--- src/hdl/scfh_pkg.sv ---
// shared constants and byte update functions for the crc-32 / fnv-1a hasher
`default_nettype none
package scfh_pkg;

  localparam int unsigned HASH_W = 32;
  localparam int unsigned BYTE_W = 8;
  localparam int unsigned APB_DATA_W = 32;
  localparam int unsigned APB_ADDR_W = 2;

  localparam logic [APB_ADDR_W-1:0] ADDR_ALGORITHM = 2'd0;

  localparam logic ALG_CRC32 = 1'b0;
  localparam logic ALG_FNV1A = 1'b1;

  localparam logic [HASH_W-1:0] CRC_POLY  = 32'hEDB8_8320;
  localparam logic [HASH_W-1:0] ALL_ONES  = 32'hFFFF_FFFF;
  localparam logic [HASH_W-1:0] FNV_BASIS = 32'd2166136261;
  localparam logic [HASH_W-1:0] FNV_PRIME = 32'd16777619;

  // reflected crc-32, one bit per step
  function automatic logic [HASH_W-1:0] crc_byte(input logic [HASH_W-1:0] h,
                                                 input logic [BYTE_W-1:0] b);
    logic [HASH_W-1:0] x;
    x = h ^ {{(HASH_W-BYTE_W){1'b0}}, b};
    for (int k = 0; k < BYTE_W; k++) begin
      if (x[0]) begin
        x = (x >> 1) ^ CRC_POLY;
      end else begin
        x = x >> 1;
      end
    end
    return x;
  endfunction

  // fnv-1a: xor then multiply, modulo 2^32
  function automatic logic [HASH_W-1:0] fnv_byte(input logic [HASH_W-1:0] h,
                                                 input logic [BYTE_W-1:0] b);
    logic [HASH_W-1:0] x;
    logic [HASH_W-1:0] p;
    x = h ^ {{(HASH_W-BYTE_W){1'b0}}, b};
    p = x * FNV_PRIME;
    return p;
  endfunction

endpackage
`default_nettype wire

--- src/hdl/scfh_channels.sv ---
// valid/ready channel interfaces for message bytes and finished hashes
`default_nettype none
interface scfh_msg_if;
  logic       valid;
  logic       ready;
  logic [7:0] data_byte;
  logic       byte_present;
  logic       first_byte;
  logic       last_byte;

  modport source (output valid, output data_byte, output byte_present,
                  output first_byte, output last_byte, input ready);
  modport sink (input valid, input data_byte, input byte_present,
                input first_byte, input last_byte, output ready);
endinterface

interface scfh_hash_if;
  logic        valid;
  logic        ready;
  logic [31:0] hash_value;

  modport source (output valid, output hash_value, input ready);
  modport sink (input valid, input hash_value, output ready);
endinterface
`default_nettype wire

--- src/hdl/selectable_crc32_fnv1a_hasher_core.sv ---
// top level of the selectable crc-32 / fnv-1a 32 message hasher
//
// usage: bytes of a message arrive on the msg channel (valid/ready), one per
// request, marked first_byte and last_byte. a request with byte_present low
// carries no byte; marked first and last it hashes the empty message.
// the algorithm register (apb, address 0) picks crc-32 (0) or fnv-1a (1)
// and is to be written only while no request is in flight; the block does not enforce it.
// a finished hash leaves on the hash channel after the last byte.
// a request is registered in the input register, then hashed into the
// running hash and the result register; hash.valid rises when a last byte
// reaches the result register. throughput: one byte per cycle unless a
// message end waits for the result register; the crc bit loop and the fnv
// constant multiply both sit in the single stage between the two registers.
// reset: running hash returns to all ones, algorithm to crc-32, both
// channels empty.
// stall: while a finished hash waits, bytes that do not end a message keep
// flowing; a request that ends a message holds in the input register until
// the result register frees.
`default_nettype none
module selectable_crc32_fnv1a_hasher_core (
  input  logic                            clk,
  input  logic                            rst,
  input  logic                            psel,
  input  logic                            penable,
  input  logic                            pwrite,
  input  logic [scfh_pkg::APB_ADDR_W-1:0] paddr,
  input  logic [scfh_pkg::APB_DATA_W-1:0] pwdata,
  output logic [scfh_pkg::APB_DATA_W-1:0] prdata,
  output logic                            pready,
  scfh_msg_if.sink                        msg,
  scfh_hash_if.source                     hash
);
  import scfh_pkg::*;

  logic              algorithm;
  logic [HASH_W-1:0] running_hash;

  logic              s1_valid;
  logic [BYTE_W-1:0] s1_data;
  logic              s1_present;
  logic              s1_first;
  logic              s1_last;

  logic              out_valid;
  logic [HASH_W-1:0] out_value;

  logic              out_free;
  logic              s1_go;
  logic [HASH_W-1:0] hash_next;
  logic [HASH_W-1:0] hash_final;

  // configuration port
  assign pready = 1'b1;
  assign prdata = (paddr == ADDR_ALGORITHM) ? {{(APB_DATA_W-1){1'b0}}, algorithm}
                                            : '0;

  always_ff @(posedge clk) begin
    if (rst) begin
      algorithm <= ALG_CRC32;
    end else if (psel && penable && pwrite && pready && paddr == ADDR_ALGORITHM) begin
      algorithm <= pwdata[0];
    end
  end

  // handshake: only a message end needs room in the result register
  assign out_free  = !out_valid || hash.ready;
  assign s1_go     = s1_valid && (!s1_last || out_free);
  assign msg.ready = !s1_valid || s1_go;

  always_ff @(posedge clk) begin
    if (rst) begin
      s1_valid <= 1'b0;
    end else if (msg.ready) begin
      s1_valid <= msg.valid;
    end
  end

  always_ff @(posedge clk) begin
    if (msg.ready && msg.valid) begin
      s1_data    <= msg.data_byte;
      s1_present <= msg.byte_present;
      s1_first   <= msg.first_byte;
      s1_last    <= msg.last_byte;
    end
  end

  scfh_step u_step (
    .fnv          (algorithm == ALG_FNV1A),
    .running_hash (running_hash),
    .data_byte    (s1_data),
    .byte_present (s1_present),
    .first_byte   (s1_first),
    .hash_next    (hash_next),
    .hash_final   (hash_final)
  );

  always_ff @(posedge clk) begin
    if (rst) begin
      running_hash <= ALL_ONES;
    end else if (s1_go) begin
      running_hash <= hash_next;
    end
  end

  always_ff @(posedge clk) begin
    if (rst) begin
      out_valid <= 1'b0;
    end else if (s1_go && s1_last) begin
      out_valid <= 1'b1;
    end else if (hash.ready) begin
      out_valid <= 1'b0;
    end
  end

  always_ff @(posedge clk) begin
    if (s1_go && s1_last) begin
      out_value <= hash_final;
    end
  end

  assign hash.valid      = out_valid;
  assign hash.hash_value = out_value;

endmodule
`default_nettype wire

--- src/hdl/scfh_step.sv ---
// one byte of hash update plus the finishing xor for crc-32
`default_nettype none
module scfh_step (
  input  logic                        fnv,
  input  logic [scfh_pkg::HASH_W-1:0] running_hash,
  input  logic [scfh_pkg::BYTE_W-1:0] data_byte,
  input  logic                        byte_present,
  input  logic                        first_byte,
  output logic [scfh_pkg::HASH_W-1:0] hash_next,
  output logic [scfh_pkg::HASH_W-1:0] hash_final
);
  import scfh_pkg::*;

  logic [HASH_W-1:0] start;

  always_comb begin
    if (first_byte) begin
      start = fnv ? FNV_BASIS : ALL_ONES;
    end else begin
      start = running_hash;
    end

    if (!byte_present) begin
      hash_next = start;
    end else if (fnv) begin
      hash_next = fnv_byte(start, data_byte);
    end else begin
      hash_next = crc_byte(start, data_byte);
    end

    hash_final = fnv ? hash_next : (hash_next ^ ALL_ONES);
  end

endmodule
`default_nettype wire
--- src/flat_wrapper.sv ---
// flat-port wrapper written by rule: the top's interface ports become plain ports
module selectable_crc32_fnv1a_hasher_core_flat import scfh_pkg::*;
  (clk, rst, psel, penable, pwrite, paddr, pwdata, prdata, pready, msg_valid, msg_data_byte, msg_byte_present, msg_first_byte, msg_last_byte, msg_ready, hash_valid, hash_hash_value, hash_ready);
  scfh_msg_if msg_i ();
  scfh_hash_if hash_i ();
  input  logic clk;
  input  logic rst;
  input  logic psel;
  input  logic penable;
  input  logic pwrite;
  input  logic [scfh_pkg::APB_ADDR_W-1:0] paddr;
  input  logic [scfh_pkg::APB_DATA_W-1:0] pwdata;
  output logic [scfh_pkg::APB_DATA_W-1:0] prdata;
  output logic pready;
  input wire logic [$bits(msg_i.valid)-1:0] msg_valid;
  input wire logic [$bits(msg_i.data_byte)-1:0] msg_data_byte;
  input wire logic [$bits(msg_i.byte_present)-1:0] msg_byte_present;
  input wire logic [$bits(msg_i.first_byte)-1:0] msg_first_byte;
  input wire logic [$bits(msg_i.last_byte)-1:0] msg_last_byte;
  output wire logic [$bits(msg_i.ready)-1:0] msg_ready;
  output wire logic [$bits(hash_i.valid)-1:0] hash_valid;
  output wire logic [$bits(hash_i.hash_value)-1:0] hash_hash_value;
  input wire logic [$bits(hash_i.ready)-1:0] hash_ready;
  assign msg_i.valid = msg_valid;
  assign msg_i.data_byte = msg_data_byte;
  assign msg_i.byte_present = msg_byte_present;
  assign msg_i.first_byte = msg_first_byte;
  assign msg_i.last_byte = msg_last_byte;
  assign msg_ready = msg_i.ready;
  assign hash_valid = hash_i.valid;
  assign hash_hash_value = hash_i.hash_value;
  assign hash_i.ready = hash_ready;
  selectable_crc32_fnv1a_hasher_core u_core (.clk(clk), .rst(rst), .psel(psel), .penable(penable), .pwrite(pwrite), .paddr(paddr), .pwdata(pwdata), .prdata(prdata), .pready(pready), .msg(msg_i), .hash(hash_i));
endmodule
--- config.mk ---
export PLATFORM = sky130hd
export DESIGN_NAME = selectable_crc32_fnv1a_hasher_core_flat
export DESIGN_NICKNAME = d
export VERILOG_FILES = /design/src/hdl/scfh_pkg.sv /design/src/hdl/scfh_channels.sv /design/src/hdl/selectable_crc32_fnv1a_hasher_core.sv /design/src/hdl/scfh_step.sv /design/src/flat_wrapper.sv
export SDC_FILE = /design/constraint.sdc
export NUM_CORES = 1
export LEC_CHECK = 0
export BUFFER_PORTS_ARGS = -buffer_cell sky130_fd_sc_hd__buf_2
export CORE_MARGIN = 1
export CORE_UTILIZATION = 65
export DETAILED_ROUTE_END_ITERATION = 8
export GPL_TIMING_DRIVEN = 0
export PLACE_DENSITY = 0.87
export SYNTH_ARGS = -nofsm -noshare
export SYNTH_HDL_FRONTEND = slang
export SYNTH_SLANG_ARGS = --single-unit
--- constraint.sdc ---
create_clock -name clk -period 10 [get_ports clk]
set_clock_uncertainty 0.1 [all_clocks]
set_input_delay 1 -clock clk [delete_from_list [all_inputs] [get_ports clk]]
set_output_delay 1 -clock clk [all_outputs]
set_load 0.02 [all_outputs]
# After elaboration in Yosys (flattened, before gate mapping)

Cells that the tools add are included.

Logic and storage cells: 64
Register bits after elaboration: 78
Output and inout port bits: 67
Input port bits: 52

Multiply operators: 1
Mux-type cells: 30
Reduce and logical (&&, ||, !) cells: 14
Bitwise logic cells: 10

Operators with widths:

| kind                                                                   | count |
|---|---|
| 32-bit two-way mux                                                     | 26 |
| 13-bit NOT with 14-bit output                                          | 8 |
| 32-bit by 25-bit multiplier with 32-bit output (second input constant) | 1 |
| 32-bit NOT                                                             | 1 |
| 32-bit by 8-bit bitwise XOR with 32-bit output                         | 1 |
| 31-bit two-way mux                                                     | 1 |
| 1-bit logical AND                                                      | 6 |
| 1-bit zero test                                                        | 3 |
| 1-bit logical OR                                                       | 3 |
| 1-bit two-way mux                                                      | 3 |
| 2-bit zero test                                                        | 1 |
| 2-bit nonzero test                                                     | 1 |

# Longest topological paths before layout

Depth in word-level cells: 37
Gate-level depth with buffers: 26
Depth with buffers taken out: 22

# By module

From an unflattened synthesis, not the netlist that was laid out.

Cells, all modules: 1165
Area, all modules: 10969.3 µm²

By module, submodules not included:

| module                             | area an instance (µm²) | cells an instance | sequential area each (µm²) | times used |
|---|---|---|---|---|
| scfh_step                          | 7963.9                 | 930               | 0.0                        | 1 |
| selectable_crc32_fnv1a_hasher_core | 3005.4                 | 235               | 1991.9                     | 1 |

# Worst setup path after synthesis

OpenSTA, ideal clock, no wires.

Path type: register to register
Start: reg u_core.s1_first
End: reg u_core.out_value[30], in the netlist u_core.hash.hash_value[30], data pin
Library setup time: 275 ps
Clock period less this slack: 6424 ps
Cell stages (with the launch flop): 24
Setup slack: 3576 ps
Required time: 9625 ps
Path buffers: 3
Arrival time: 6049 ps
Cells stage by stage: edfxtp_1 -> clkbuf_1 -> clkbuf_1 -> clkbuf_1 -> nor2_1 -> inv_1 -> ha_1 -> ha_1 -> fa_1 -> ha_1 -> fa_1 -> ha_1 -> inv_1 -> fa_1 -> inv_1 -> ha_1 -> a211o_1 -> a2111oi_0 -> a21oi_1 -> a2111oi_0 -> a21oi_1 -> mux2_2 -> a31oi_1 -> o21ai_0

Word-level cells in the longest chain between the ends: 30
Elaborated cells on any way between the ends: 32
Those cells by class: 1 x mul; 26 x mux; 5 x bitwise

Ends and longest elaborated chain:

| what                                           | RTL line                                  | text |
|---|---|---|
| start: declaration                             | selectable_crc32_fnv1a_hasher_core.sv:41  | `logic s1_first;` |
| start signal: assignment                       | selectable_crc32_fnv1a_hasher_core.sv:82  | `s1_first <= msg.first_byte;` |
| 32-bit two-way mux *                           | scfh_step.sv:17                           | `if (first_byte) begin` |
| 32-bit by 8-bit bitwise XOR with 32-bit output | scfh_pkg.sv:24, scfh_pkg.sv:40            |  |
| 13-bit NOT with 14-bit output (no line)        | n/a                                       |  |
| 32-bit two-way mux                             | scfh_pkg.sv:26                            | `if (x[0]) begin` |
| 32-bit two-way mux                             | scfh_step.sv:25                           | `end else if (fnv) begin` |
| 32-bit two-way mux                             | scfh_step.sv:23                           | `if (!byte_present) begin` |
| 32-bit two-way mux                             | scfh_pkg.sv:26                            |  |
| 32-bit two-way mux                             | scfh_step.sv:25                           |  |
| [15 not listed]                                | n/a                                       |  |
| 32-bit two-way mux                             | scfh_step.sv:23                           |  |
| 13-bit NOT with 14-bit output (no line)        | n/a                                       |  |
| 32-bit two-way mux                             | scfh_pkg.sv:26                            |  |
| 32-bit two-way mux                             | scfh_step.sv:25                           |  |
| 32-bit two-way mux *                           | scfh_step.sv:23                           |  |
| 32-bit NOT (no line)                           | n/a                                       |  |
| 32-bit two-way mux *                           | scfh_step.sv:31                           | `hash_final = fnv ? hash_next : (hash_next ^ ALL_ONES);` |
| via u_core.hash_final[30]                      | selectable_crc32_fnv1a_hasher_core.sv:50  | `logic [HASH_W-1:0] hash_final;` |
| end signal: assignment                         | selectable_crc32_fnv1a_hasher_core.sv:117 | `out_value <= hash_final;` |
| end: declaration                               | selectable_crc32_fnv1a_hasher_core.sv:45  | `logic [HASH_W-1:0] out_value;` |

The timed path passes the listed nets; every way through them passes the cells marked *. The select of a mux whose other input is x is not followed.
A chain may end at the register's enable or synchronous reset.

# Worst setup path in the final report

Start: reg u_core.s1_first
End: reg u_core.out_value[31], in the netlist u_core.hash.hash_value[31], data pin

Word-level cells in the longest chain between the ends: 29
Elaborated cells on any way between the ends: 30
Those cells by class: 1 x mul; 26 x mux; 3 x bitwise

Ends and longest elaborated chain:

| what                                           | RTL line |
|---|---|
| 32-bit two-way mux *                           | scfh_step.sv:17 |
| 32-bit by 8-bit bitwise XOR with 32-bit output | scfh_pkg.sv:24, scfh_pkg.sv:40 |
| 32-bit two-way mux                             | scfh_pkg.sv:26 |
| 32-bit two-way mux                             | scfh_step.sv:25 |
| 32-bit two-way mux                             | scfh_step.sv:23 |
| 13-bit NOT with 14-bit output (no line)        | n/a |
| 32-bit two-way mux                             | scfh_pkg.sv:26 |
| 32-bit two-way mux                             | scfh_step.sv:25 |
| [14 not listed]                                | n/a |
| 32-bit two-way mux                             | scfh_step.sv:25 |
| 32-bit two-way mux                             | scfh_step.sv:23 |
| 32-bit two-way mux                             | scfh_pkg.sv:26 |
| 32-bit two-way mux                             | scfh_step.sv:25 |
| 32-bit two-way mux *                           | scfh_step.sv:23 |
| 32-bit NOT (no line)                           | n/a |
| 32-bit two-way mux *                           | scfh_step.sv:31 |
| via u_core.hash_final[31]                      | selectable_crc32_fnv1a_hasher_core.sv:50 |

Marked as above.

==> run metrics <==
max-slew violations 0; Worst setup EP type register; Distinct cells, synth 72; Detail Route Antenna Nets 0; WP data required roughly 10 ns; area of the mapped netlist between 10,000 and 15,000 µm²; All-Layer GR Usage 38.1%; Clock Latency Late Sink 0.35 ns; most used cell, CP ha_1; total grt overflow 0; I/O pin count about 120; Via density about 6.1; Tmin final between 8 and 9 ns; clk buf depth 2; Yosys warning count 0; GPL Wtd Cong 1.02; R2R cell count 25; CP Buf/Inv Count 8; Detail Placement HPWL roughly 25 mm; final setup violation count 0; crit path max fanout 10; Syn Area/Cell 9.16 µm²; DRT iter0 DRCs ~1,100; Residual DRC 0; WL final 31.6 mm; Worst Path Arrival between 8 and 9 ns; crit path max-delay cell type a311oi_1; Post-synth top flop edfxtp_1; area delta synth->final 8.97%; total number of vias around 9,000; setup repair bufs after CTS 0; largest net degree at the start of global routing 34; CTS Buf Count 9; Worst Tran Pin Value 1.25 ns; I/O Buffers 55; Gate Count Post-Synth about 1,200; Worst setup SP type register; DR pass1 iterations 7; Post-synth ARST share 0%; largest area contributor in the netlist ha_1; max_slew headroom between 10% and 20%; status complete, no violations; clock root buffer clkbuf_16; PostCTS Resize Cnt 0; Worst R2R Setup Slack 1.15 ns; Worst-path clk slew around 0.070 ns; Post-synth EDFFs 43; Die ar. around 17,000 µm²; Die X roughly 130 µm; CTS sink cnt 78; RSZ-0062 raised after global routing no; Hold Crit Class register to register; Final period util around nine tenths; Die Span Y between 100 and 150 µm; Cell Rows 46; max_cap viols 0; TNS Setup 0 ns; ratio of cells with drive above 1 in the final layout between 10 and 15%; first-pass GRT wire length between 40 and 50 mm; Peak Freq roughly 110 MHz; Hold Buf Count CTS 0; vias in the first global route about 8,500; Hold Vio Cnt, Final 0; Initial Util between 60 and 70%; crit-path leading delay family adder cells; Yosys reg bits between 70 and 80; hold path cells 2; H-tree depth 3; initial antenna violation count 1; CP Depth 25; CTS tree done; Seq/Total Area, Yosys between 10% and 20%; core area between 15,000 and 20,000 µm²; post-synth top area share between 20% and 30%; Synth area leaders ha_1 21%, fa_1 14%, edfxtp_1 12%; Crit Path Category register to register; delay of the slowest critical-path stage ~0.82 ns; Util after Layout around three quarters; wire per inst 21.2 µm; layout net count roughly 1,600
[cells by family (layout without fill, tap and decap cells)]
| family | Yosys count | count (layout) | share of synthesized area, % |
|---|---|---|---|
| flip-flops | 78 | 78 | 18.6 |
| AND/OR/NAND/NOR | 211 | 211 | 9.03 |
| other | 2 | 33 | 0.0700 |
| XOR/XNOR | 121 | 121 | 11.7 |
| buffers and inverters | 252 | 323 | 10.0 |
| AO/OA/AOI/OAI | 239 | 239 | 14.4 |
| multiplexers | 13 | 13 | 1.27 |
| adder cells (fa/ha/maj) | 255 | 255 | 34.9 |
[synthesized netlist by cell type (4+ instances only)]
master / count
o211ai_1: 11
ha_1: 181
o21ai_0: 43
a2111oi_0: 5
xnor2_1: 86
a21oi_2: 4
or2_2: 4
fa_1: 74
nand4_1: 6
nand2b_1: 5
a21oi_1: 77
dfxtp_1: 35
nand3_1: 11
mux2_2: 5
a31oi_1: 9
nor3_1: 15
o221ai_1: 4
xor2_1: 19
and3_1: 4
clkbuf_1: 34
xnor2_2: 6
inv_1: 177
a211oi_1: 17
nand2_1: 51
buf_4: 33
and2_1: 8
a21o_1: 13
nor2b_1: 5
a211o_1: 7
mux2i_1: 8
edfxtp_1: 43
buf_1: 4
o22ai_1: 4
nor2_1: 85
o21a_1: 11
[final timing paths]
| kind | start | to |
|---|---|---|
| setup / recovery | u_core.s1_first | u_core.hash.hash_value[31] |
| hold / removal | u_core.running_hash[16] | u_core.running_hash[16] |
| setup reg to reg | u_core.s1_first | u_core.hash.hash_value[31] |
| hold reg to reg | u_core.running_hash[16] | u_core.running_hash[16] |
[layout by cell type (no fill, tap or decap), drive strengths merged, types with 4 or more instances in the layout]
master	Yosys	final
dfxtp	35	35
mux2	5	5
a2111oi	5	5
or2	4	4
nand2	51	51
o31ai	4	4
o21ai	46	46
a21o	13	13
ha	181	181
o22ai	4	4
nor2	86	86
inv	178	179
o211ai	11	11
o21a	11	11
a211oi	17	17
mux2i	8	8
and2	8	8
edfxtp	43	43
nand3	11	11
nor2b	5	5
nor3	15	15
nand2b	5	5
a211o	7	7
clkbuf	34	44
and3	4	4
xnor2	95	95
nand4	6	6
buf	40	95
xor2	20	20
o221ai	4	4
a31oi	9	9
a21oi	81	81
conb	2	32
fa	74	74
xnor3	4	4
[routing by layer]
| layer | global-route usage (%) | wire, µm |
|---|---|---|
| met3 | 7.41 | 3330 |
| met2 | 58.8 | 13900 |
| met1 | 51.1 | 12700 |
| met4 | 19.3 | 1730 |
| met5 | 0.882 | 26 |
[state kept, by name, summed over array words and instances, names as in the netlist]
| name | cells |
|---|---|
| u_core.running_hash | 32 |
| u_core.hash.valid | 1 |
| u_core.s1_valid | 1 |
| u_core.s1_last | 1 |
| u_core.s1_data | 8 |
| u_core.s1_first | 1 |
| u_core.algorithm | 1 |
| u_core.hash.hash_value | 32 |
| u_core.s1_present | 1 |
[per-stage QoR]
stage,instances,hold slack (ns),area (µm²),setup slack (ns)
4_1_cts,1488,0.378,11700,1.57
5_1_grt,1488,0.399,11700,0.973
3_3_place_gp,1472,0.348,11400,1.77
6_report,1489,0.383,11700,1.15
2_1_floorplan,1201,0.336,10800,3.58
3_5_place_dp,1472,0.359,11400,1.65
[worst min-delay path, cell delays in order (launching register included)]
cell and delay (ns):
dfxtp_1 0.33, a21oi_1 0.06, o21ai_0 0.06
[cell type report]
cell class,count,area (µm²)
inverters,178,668
fillers,1209,4310
repair buffers,55,275
diodes,1,2.50
flip-flops and latches,78,1990
well taps,216,270
clock buffers,10,229
clock inverters,6,71.3
plain buffers,74,405
multi-input cells,871,7770
Power is not shown: default switching activity piles up to over one toggle a cycle in this logic, so the estimate is an artifact.
